$ cat src/rtl/fud_pkg.sv
// Package for the form-urlencoded pair decoder: codes, types and the hex digit
// decode. Used by every module of the decoder; depends on nothing.
package fud_pkg;

    localparam logic       OP_BYTE = 1'b0;
    localparam logic       OP_END  = 1'b1;

    localparam logic [1:0] ST_CONT = 2'd0;
    localparam logic [1:0] ST_PAIR = 2'd1;
    localparam logic [1:0] ST_NONE = 2'd2;
    localparam logic [1:0] ST_ERR  = 2'd3;

    localparam logic [1:0] ESC_IDLE   = 2'd0;
    localparam logic [1:0] ESC_FIRST  = 2'd1;
    localparam logic [1:0] ESC_SECOND = 2'd2;

    localparam logic [7:0] CH_PLUS  = 8'h2B;
    localparam logic [7:0] CH_EQ    = 8'h3D;
    localparam logic [7:0] CH_AMP   = 8'h26;
    localparam logic [7:0] CH_PCT   = 8'h25;
    localparam logic [7:0] CH_SPACE = 8'h20;

    localparam logic [7:0] LIMIT_RESET = 8'd31;

    // Register indexes on the configuration port.
    localparam logic       REG_NAME_LIMIT  = 1'b0;
    localparam logic       REG_VALUE_LIMIT = 1'b1;
    localparam int         PADDR_W         = 3;

    typedef struct packed {
        logic [7:0] char_out;
        logic       char_valid;
        logic       to_value;
        logic [7:0] char_pos;
        logic [1:0] status;
    } fud_result_t;

    typedef struct packed {
        logic [7:0] name_limit;
        logic [7:0] value_limit;
    } fud_limits_t;

    // Bit 4 is set when the byte is a hex digit; bits 3:0 carry its value.
    function automatic logic [4:0] hex_digit(input logic [7:0] c);
        logic [7:0] d;
        d = 8'd0;
        if (c inside {[8'h30:8'h39]}) begin
            d = c - 8'h30;
            return {1'b1, d[3:0]};
        end else if (c inside {[8'h61:8'h66]}) begin
            d = c - 8'h57;
            return {1'b1, d[3:0]};
        end else if (c inside {[8'h41:8'h46]}) begin
            d = c - 8'h37;
            return {1'b1, d[3:0]};
        end
        return 5'd0;
    endfunction

endpackage

$ cat src/rtl/fud_cfg_regs.sv
// Configuration registers of the form-urlencoded pair decoder on an APB-style port.
// Depends on fud_pkg.
module fud_cfg_regs (
    input  logic                        aclk,
    input  logic                        aresetn,
    input  logic                        psel,
    input  logic                        penable,
    input  logic                        pwrite,
    input  logic [fud_pkg::PADDR_W-1:0] paddr,
    input  logic [31:0]                 pwdata,
    output logic [31:0]                 prdata,
    output logic                        pready,
    output fud_pkg::fud_limits_t        limits
);

    logic [7:0] name_limit_reg;
    logic [7:0] value_limit_reg;
    logic       wr_en;

    assign pready = 1'b1;
    assign wr_en  = psel && penable && pwrite;

    always_ff @(posedge aclk) begin
        if (!aresetn) begin
            name_limit_reg  <= fud_pkg::LIMIT_RESET;
            value_limit_reg <= fud_pkg::LIMIT_RESET;
        end else if (wr_en) begin
            case (paddr[2])
                fud_pkg::REG_NAME_LIMIT:  name_limit_reg  <= pwdata[7:0];
                fud_pkg::REG_VALUE_LIMIT: value_limit_reg <= pwdata[7:0];
                default: ;
            endcase
        end
    end

    always_comb begin
        case (paddr[2])
            fud_pkg::REG_NAME_LIMIT:  prdata = {24'd0, name_limit_reg};
            fud_pkg::REG_VALUE_LIMIT: prdata = {24'd0, value_limit_reg};
            default:                  prdata = 32'd0;
        endcase
    end

    assign limits.name_limit  = name_limit_reg;
    assign limits.value_limit = value_limit_reg;

endmodule

$ cat src/rtl/fud_decode.sv
// Pair state and per-byte decode of the form-urlencoded pair decoder.
// Depends on fud_pkg; the state advances by one word whenever adv is high.
module fud_decode (
    input  logic                  aclk,
    input  logic                  aresetn,
    input  logic                  adv,
    input  logic                  opcode,
    input  logic [7:0]            body_byte,
    input  fud_pkg::fud_limits_t  limits,
    output fud_pkg::fud_result_t  result
);

    logic       in_value_reg,   in_value_next;
    logic [1:0] esc_step_reg,   esc_step_next;
    logic [3:0] high_nib_reg,   high_nib_next;
    logic       high_ok_reg,    high_ok_next;
    logic [7:0] name_count_reg, name_count_next;
    logic [7:0] val_count_reg,  val_count_next;
    logic       seen_any_reg,   seen_any_next;

    logic [4:0] digit;
    logic       emit;
    logic [7:0] emit_ch;

    assign digit = fud_pkg::hex_digit(body_byte);

    always_comb begin
        in_value_next   = in_value_reg;
        esc_step_next   = esc_step_reg;
        high_nib_next   = high_nib_reg;
        high_ok_next    = high_ok_reg;
        name_count_next = name_count_reg;
        val_count_next  = val_count_reg;
        seen_any_next   = seen_any_reg;
        emit            = 1'b0;
        emit_ch         = 8'd0;
        result          = '0;
        result.status   = fud_pkg::ST_CONT;

        if (opcode == fud_pkg::OP_END) begin
            if (esc_step_reg == fud_pkg::ESC_FIRST || esc_step_reg == fud_pkg::ESC_SECOND) begin
                result.status = fud_pkg::ST_ERR;
            end else begin
                result.status = seen_any_reg ? fud_pkg::ST_PAIR : fud_pkg::ST_NONE;
            end
            in_value_next   = 1'b0;
            esc_step_next   = fud_pkg::ESC_IDLE;
            high_nib_next   = 4'd0;
            high_ok_next    = 1'b0;
            name_count_next = 8'd0;
            val_count_next  = 8'd0;
            seen_any_next   = 1'b0;
        end else begin
            seen_any_next = 1'b1;
            case (esc_step_reg)
                fud_pkg::ESC_FIRST: begin
                    high_nib_next = digit[4] ? digit[3:0] : 4'd0;
                    high_ok_next  = digit[4];
                    esc_step_next = fud_pkg::ESC_SECOND;
                end
                fud_pkg::ESC_SECOND: begin
                    emit = 1'b1;
                    if (!high_ok_reg) begin
                        emit_ch = 8'd0;
                    end else if (digit[4]) begin
                        emit_ch = {high_nib_reg, digit[3:0]};
                    end else begin
                        emit_ch = {4'd0, high_nib_reg};
                    end
                    esc_step_next = fud_pkg::ESC_IDLE;
                    high_nib_next = 4'd0;
                    high_ok_next  = 1'b0;
                end
                default: begin
                    esc_step_next = fud_pkg::ESC_IDLE;
                    case (body_byte)
                        fud_pkg::CH_PLUS: begin
                            emit    = 1'b1;
                            emit_ch = fud_pkg::CH_SPACE;
                        end
                        fud_pkg::CH_EQ: begin
                            in_value_next = 1'b1;
                        end
                        fud_pkg::CH_AMP: begin
                            result.status   = fud_pkg::ST_PAIR;
                            in_value_next   = 1'b0;
                            high_nib_next   = 4'd0;
                            high_ok_next    = 1'b0;
                            name_count_next = 8'd0;
                            val_count_next  = 8'd0;
                            seen_any_next   = 1'b0;
                        end
                        fud_pkg::CH_PCT: begin
                            esc_step_next = fud_pkg::ESC_FIRST;
                        end
                        default: begin
                            emit    = 1'b1;
                            emit_ch = body_byte;
                        end
                    endcase
                end
            endcase

            // Characters past the limit of their part are dropped silently.
            if (emit) begin
                if (!in_value_reg) begin
                    if (name_count_reg < limits.name_limit) begin
                        result.char_out   = emit_ch;
                        result.char_valid = 1'b1;
                        result.char_pos   = name_count_reg;
                        name_count_next   = name_count_reg + 8'd1;
                    end
                end else begin
                    if (val_count_reg < limits.value_limit) begin
                        result.char_out   = emit_ch;
                        result.char_valid = 1'b1;
                        result.to_value   = 1'b1;
                        result.char_pos   = val_count_reg;
                        val_count_next    = val_count_reg + 8'd1;
                    end
                end
            end
        end
    end

    always_ff @(posedge aclk) begin
        if (!aresetn) begin
            in_value_reg   <= 1'b0;
            esc_step_reg   <= fud_pkg::ESC_IDLE;
            high_nib_reg   <= 4'd0;
            high_ok_reg    <= 1'b0;
            name_count_reg <= 8'd0;
            val_count_reg  <= 8'd0;
            seen_any_reg   <= 1'b0;
        end else if (adv) begin
            in_value_reg   <= in_value_next;
            esc_step_reg   <= esc_step_next;
            high_nib_reg   <= high_nib_next;
            high_ok_reg    <= high_ok_next;
            name_count_reg <= name_count_next;
            val_count_reg  <= val_count_next;
            seen_any_reg   <= seen_any_next;
        end
    end

endmodule

$ cat src/rtl/form_urlencoded_pair_decoder.sv
// Top level of the form-urlencoded pair decoder: input word register, decode
// stage and result register. Depends on fud_pkg, fud_cfg_regs and fud_decode.
//
//   channel   ports            carries
//   s_        opcode, byte     one body byte or an end-of-body mark per word
//   m_        char, status     one decoded result per input word
//   apb       psel..prdata     name_limit at 0x0, value_limit at 0x4
//
// One word per cycle sustained while results are taken. An accepted word is held
// in the input word register and decoded into the result register once that
// register is free; the result register then offers it on the m_ channel.
// A result that is not taken holds the result register and a full input
// register, and s_ready then drops; an empty input register still takes a word.
// Reset is synchronous and active low; limits reset to 31.
module form_urlencoded_pair_decoder (
    input  logic                        aclk,
    input  logic                        aresetn,
    input  logic                        s_valid,
    output logic                        s_ready,
    input  logic                        s_opcode,
    input  logic [7:0]                  s_body_byte,
    output logic                        m_valid,
    input  logic                        m_ready,
    output logic [7:0]                  m_char_out,
    output logic                        m_char_valid,
    output logic                        m_to_value,
    output logic [7:0]                  m_char_pos,
    output logic [1:0]                  m_status,
    input  logic                        psel,
    input  logic                        penable,
    input  logic                        pwrite,
    input  logic [fud_pkg::PADDR_W-1:0] paddr,
    input  logic [31:0]                 pwdata,
    output logic [31:0]                 prdata,
    output logic                        pready
);

    fud_pkg::fud_limits_t limits;
    fud_pkg::fud_result_t dec_result;
    fud_pkg::fud_result_t result_reg;

    logic       in_valid_reg;
    logic       in_opcode_reg;
    logic [7:0] in_byte_reg;
    logic       out_valid_reg;
    logic       out_free;
    logic       adv;

    assign out_free = !out_valid_reg || m_ready;
    assign adv      = in_valid_reg && out_free;
    assign s_ready  = !in_valid_reg || out_free;

    fud_cfg_regs u_cfg (
        .aclk    (aclk),
        .aresetn (aresetn),
        .psel    (psel),
        .penable (penable),
        .pwrite  (pwrite),
        .paddr   (paddr),
        .pwdata  (pwdata),
        .prdata  (prdata),
        .pready  (pready),
        .limits  (limits)
    );

    fud_decode u_decode (
        .aclk      (aclk),
        .aresetn   (aresetn),
        .adv       (adv),
        .opcode    (in_opcode_reg),
        .body_byte (in_byte_reg),
        .limits    (limits),
        .result    (dec_result)
    );

    always_ff @(posedge aclk) begin
        if (!aresetn) begin
            in_valid_reg  <= 1'b0;
            out_valid_reg <= 1'b0;
        end else begin
            if (s_ready) begin
                in_valid_reg <= s_valid;
            end
            if (out_free) begin
                out_valid_reg <= in_valid_reg;
            end
        end
    end

    always_ff @(posedge aclk) begin
        if (s_valid && s_ready) begin
            in_opcode_reg <= s_opcode;
            in_byte_reg   <= s_body_byte;
        end
        if (adv) begin
            result_reg <= dec_result;
        end
    end

    assign m_valid      = out_valid_reg;
    assign m_char_out   = result_reg.char_out;
    assign m_char_valid = result_reg.char_valid;
    assign m_to_value   = result_reg.to_value;
    assign m_char_pos   = result_reg.char_pos;
    assign m_status     = result_reg.status;

endmodule

$ cat config.mk
export PLATFORM = sky130hd
export DESIGN_NAME = form_urlencoded_pair_decoder
export DESIGN_NICKNAME = d
export VERILOG_FILES = /design/src/rtl/fud_pkg.sv /design/src/rtl/fud_cfg_regs.sv /design/src/rtl/fud_decode.sv /design/src/rtl/form_urlencoded_pair_decoder.sv
export SDC_FILE = /design/constraint.sdc
export NUM_CORES = 1
export LEC_CHECK = 0
export BUFFER_PORTS_ARGS = -buffer_cell sky130_fd_sc_hd__buf_2
export CAP_MARGIN = 20
export CORE_ASPECT_RATIO = 1.5
export CORE_MARGIN = 1
export CORE_UTILIZATION = 40
export CTS_BUF_LIST = sky130_fd_sc_hd__clkbuf_8
export DETAILED_ROUTE_END_ITERATION = 7
export PLACE_DENSITY_LB_ADDON = 0.08
export SLEW_MARGIN = 10
export SYNTH_ARGS = -nofsm -noshare
export SYNTH_HDL_FRONTEND = slang
export SYNTH_SLANG_ARGS = --single-unit
$ cat constraint.sdc
create_clock -name aclk -period 3.62 [get_ports aclk]
set_input_delay 0 -clock aclk [delete_from_list [all_inputs] [get_ports aclk]]
set_output_delay 0 -clock aclk [all_outputs]
set_load 0.05 [all_outputs]
==> flow_summary.ini <==
[floorplan]
dieWidth_um = 84.34
io_pins = 106
start_util_pct = 41.51
dieArea_mm2 = 0.01058
die_y_um = 125.5
core_mm2 = 0.009799
rows = 44

[grt]
grt_max_degree = 29
antenna_found_initial = 0
track_usage_pct = 19.57
grt-ovfl-total = 0
grt_pass1_wl_mm = 16.10
grt_pass1_vias = 3365

[sta]
fin_setup_tns_ns = 0
period_needed_ns = 2.670
fin_worst_skew_ns = 0.008426
setup_viol = 0
worst_pin_slew_ns = 1.095
drv_slew = 0
hold_violations = 0
period_share_pct = 73.77
fmax_mhz = 374.5
max-slew-margin-rel_pct = 26.08
rsz0062_at_grt = no

[hold_path]
min_path_cells = 2
min_path_type = primary input to register

[setup_path]
rr_worst_depth = 7
rr_startpoint = u_decode.name_count_reg[3]
cp_data_arrival_time_ns = 2.89
start_kind = register
endpoint_kind = register
rr_endpoint = m_char_pos[7]
crit_start = u_decode.name_count_reg[3]
worstSetupPathType = register to register
r2r_setup_slack_ns = 0.95
cp-endpoint = m_char_pos[7]
cp_max_fo = 10
cp.required_ns = 3.84

[logic_synthesis]
yosys-top-cells-count = nand2_1, dfxtp_1, nor2_1
yosys.area_share.xor_xnor_pct = 0.4306
synth_ff_type = dfxtp_1
synth_mux_area_share_pct = 1.323
synth_edf_count = 29
synth_compound_area_share_pct = 18.82
synth_area_leaders = edfxtp_1, dfxtp_1, ha_1, nand2_1, buf_4
synth_top_family_by_area = simple AND/OR/NAND/NOR gates
syn_inst = 447
synth_adder_area_share_pct = 7.382
syn_area_per_cell_um2 = 9.100
yosysWarningCount = 0
synthArstFlopShare_pct = 0
synth.most_common_cell = nand2_1
synth.distinct_cells = 60
netlist_area_mm2 = 0.004068
ys_seq_elements = 72
synthSimpleGateAreaFrac_pct = 19.66
synth_area_leader_cell = edfxtp_1
ys_seq_area_share_pct = 42.57
synth_top_area_share_pct = 21.41

[job]
maxCapViolCount = 0

[route]
first_pass_iters = 6
wl_per_cell_um = 15.73
drt-vias-per-instance = 5.439
ant_nets = 0
drc_errors = 3
vias = 3421
wirelength_mm = 9.895
drtIter0Drc = 256

[clock_network]
clk_pin_slew_ns = 0.07
root_buffer = clkbuf_8
h-tree-depth = 3
numCtsBuffers = 9
clockBufferDepth = 2
postCtsSetupBuffers = 0
tritoncts = built
clk_latency_ns = 0.36
numClockSinks = 72

[run_status]
outcome = complete, but fails checks
failed_checks = design-rule violations

[place]
place_area_mm2 = 0.004289
dpl.hpwl_mm = 7.101
routabilityCongestion = 0.8824
port-buffer-count = 54

[power_and_ir_drop]
p_total_w = 0.001698
p_leak_nw = 1.945
powerDensity_mw_per_mm2 = 365.5
vdd_drop_max_mv = 0.2085

[layout]
design_area_mm2 = 0.004646
num_antenna_cells = 0
fin_nets = 584
drive_gt1_share_pct = 15.76
syn2layout_area_growth_pct = 14.21
-- worst max-delay path: stages, from the launching register on --
cell       delay, ns
dfxtp_1         0.49
ha_1            0.30
a211oi_1        0.23
o21ai_1         0.15
a2111oi_4       0.61
and2_1          0.44
a22oi_1         0.19
nor2_1          0.12
-- cell families (layout without fill, tap and decap cells) --
group                    count (synthesis)  count (layout)
AND/OR/NAND/NOR                        159             159
AO/OA/AOI/OAI                          111             111
flip-flops                              72              72
buffers and inverters                   72             116
adder cells (fa/ha/maj)                 24              24
multiplexers                             5               5
other                                    2              25
XOR/XNOR                                 2               2
-- report_power, final --
part | internal (W) | switching [W]
Sequential | 0.000869 | 0.0000173
Clock | 0.000258 | 0.000299
Combinational | 0.0000649 | 0.000191
-- layer usage --
metal	global-route usage, %	routed length [µm]
met1	20.42	3902
met2	38.04	5541
met3	2.244	245
met4	9.571	205
met5	0	0
-- cell type report --
type | count | area, µm²
Multi-Input combinational cell | 326 | 2031
Clock inverter | 6 | 28.78
Timing Repair Buffer | 76 | 483.0
Inverter | 24 | 90.09
Tap cell | 115 | 143.9
Clock buffer | 10 | 137.6
Sequential cell | 72 | 1732
Fill cell | 992 | 5154
-- stage by stage --
step	util, %	hold slack [ns]	instances	worst slack (ns)
floorplan	-	0.09887	470	1.019
global placement	43.77	0.1776	594	0.9655
detailed placement	43.77	0.1783	594	0.9706
CTS	47.41	0.01115	629	0.9488
global route	47.41	0.03647	629	0.6210
finish	47.41	0.02673	629	0.9495
-- how the worst min path moves through the flow --
stage                         from                       end  slack [ns]
floorplan           s_body_byte[0]            in_byte_reg[0]         0.1
global placement    s_body_byte[2]            in_byte_reg[2]        0.18
detailed placement  s_body_byte[0]            in_byte_reg[0]        0.18
CTS                        aresetn  u_cfg.value_limit_reg[0]        0.01
global route               aresetn  u_cfg.value_limit_reg[0]        0.04
finish                     aresetn  u_cfg.value_limit_reg[0]        0.03
-- layout by cell type, fill, tap and decap left out, types with 12 or more instances in the layout --
cell type / instances
edfxtp_1: 29
conb_1: 25
nand3_1: 21
a22oi_1: 12
buf_2: 54
nor2_1: 33
o211ai_1: 16
ha_1: 24
o21ai_0: 16
dfxtp_1: 43
inv_1: 26
nand2_1: 53
a21oi_1: 27
dlygate4sd3_1: 19
-- repair_timing --
| item | in CTS | in global routing |
|---|---|---|
| hold buffers | 19 | 0 |
| hold endpoints to repair | 27 | 0 |
| gates resized for setup | 0 | 0 |
No activity file was read; power rests on OpenSTA's default activity.
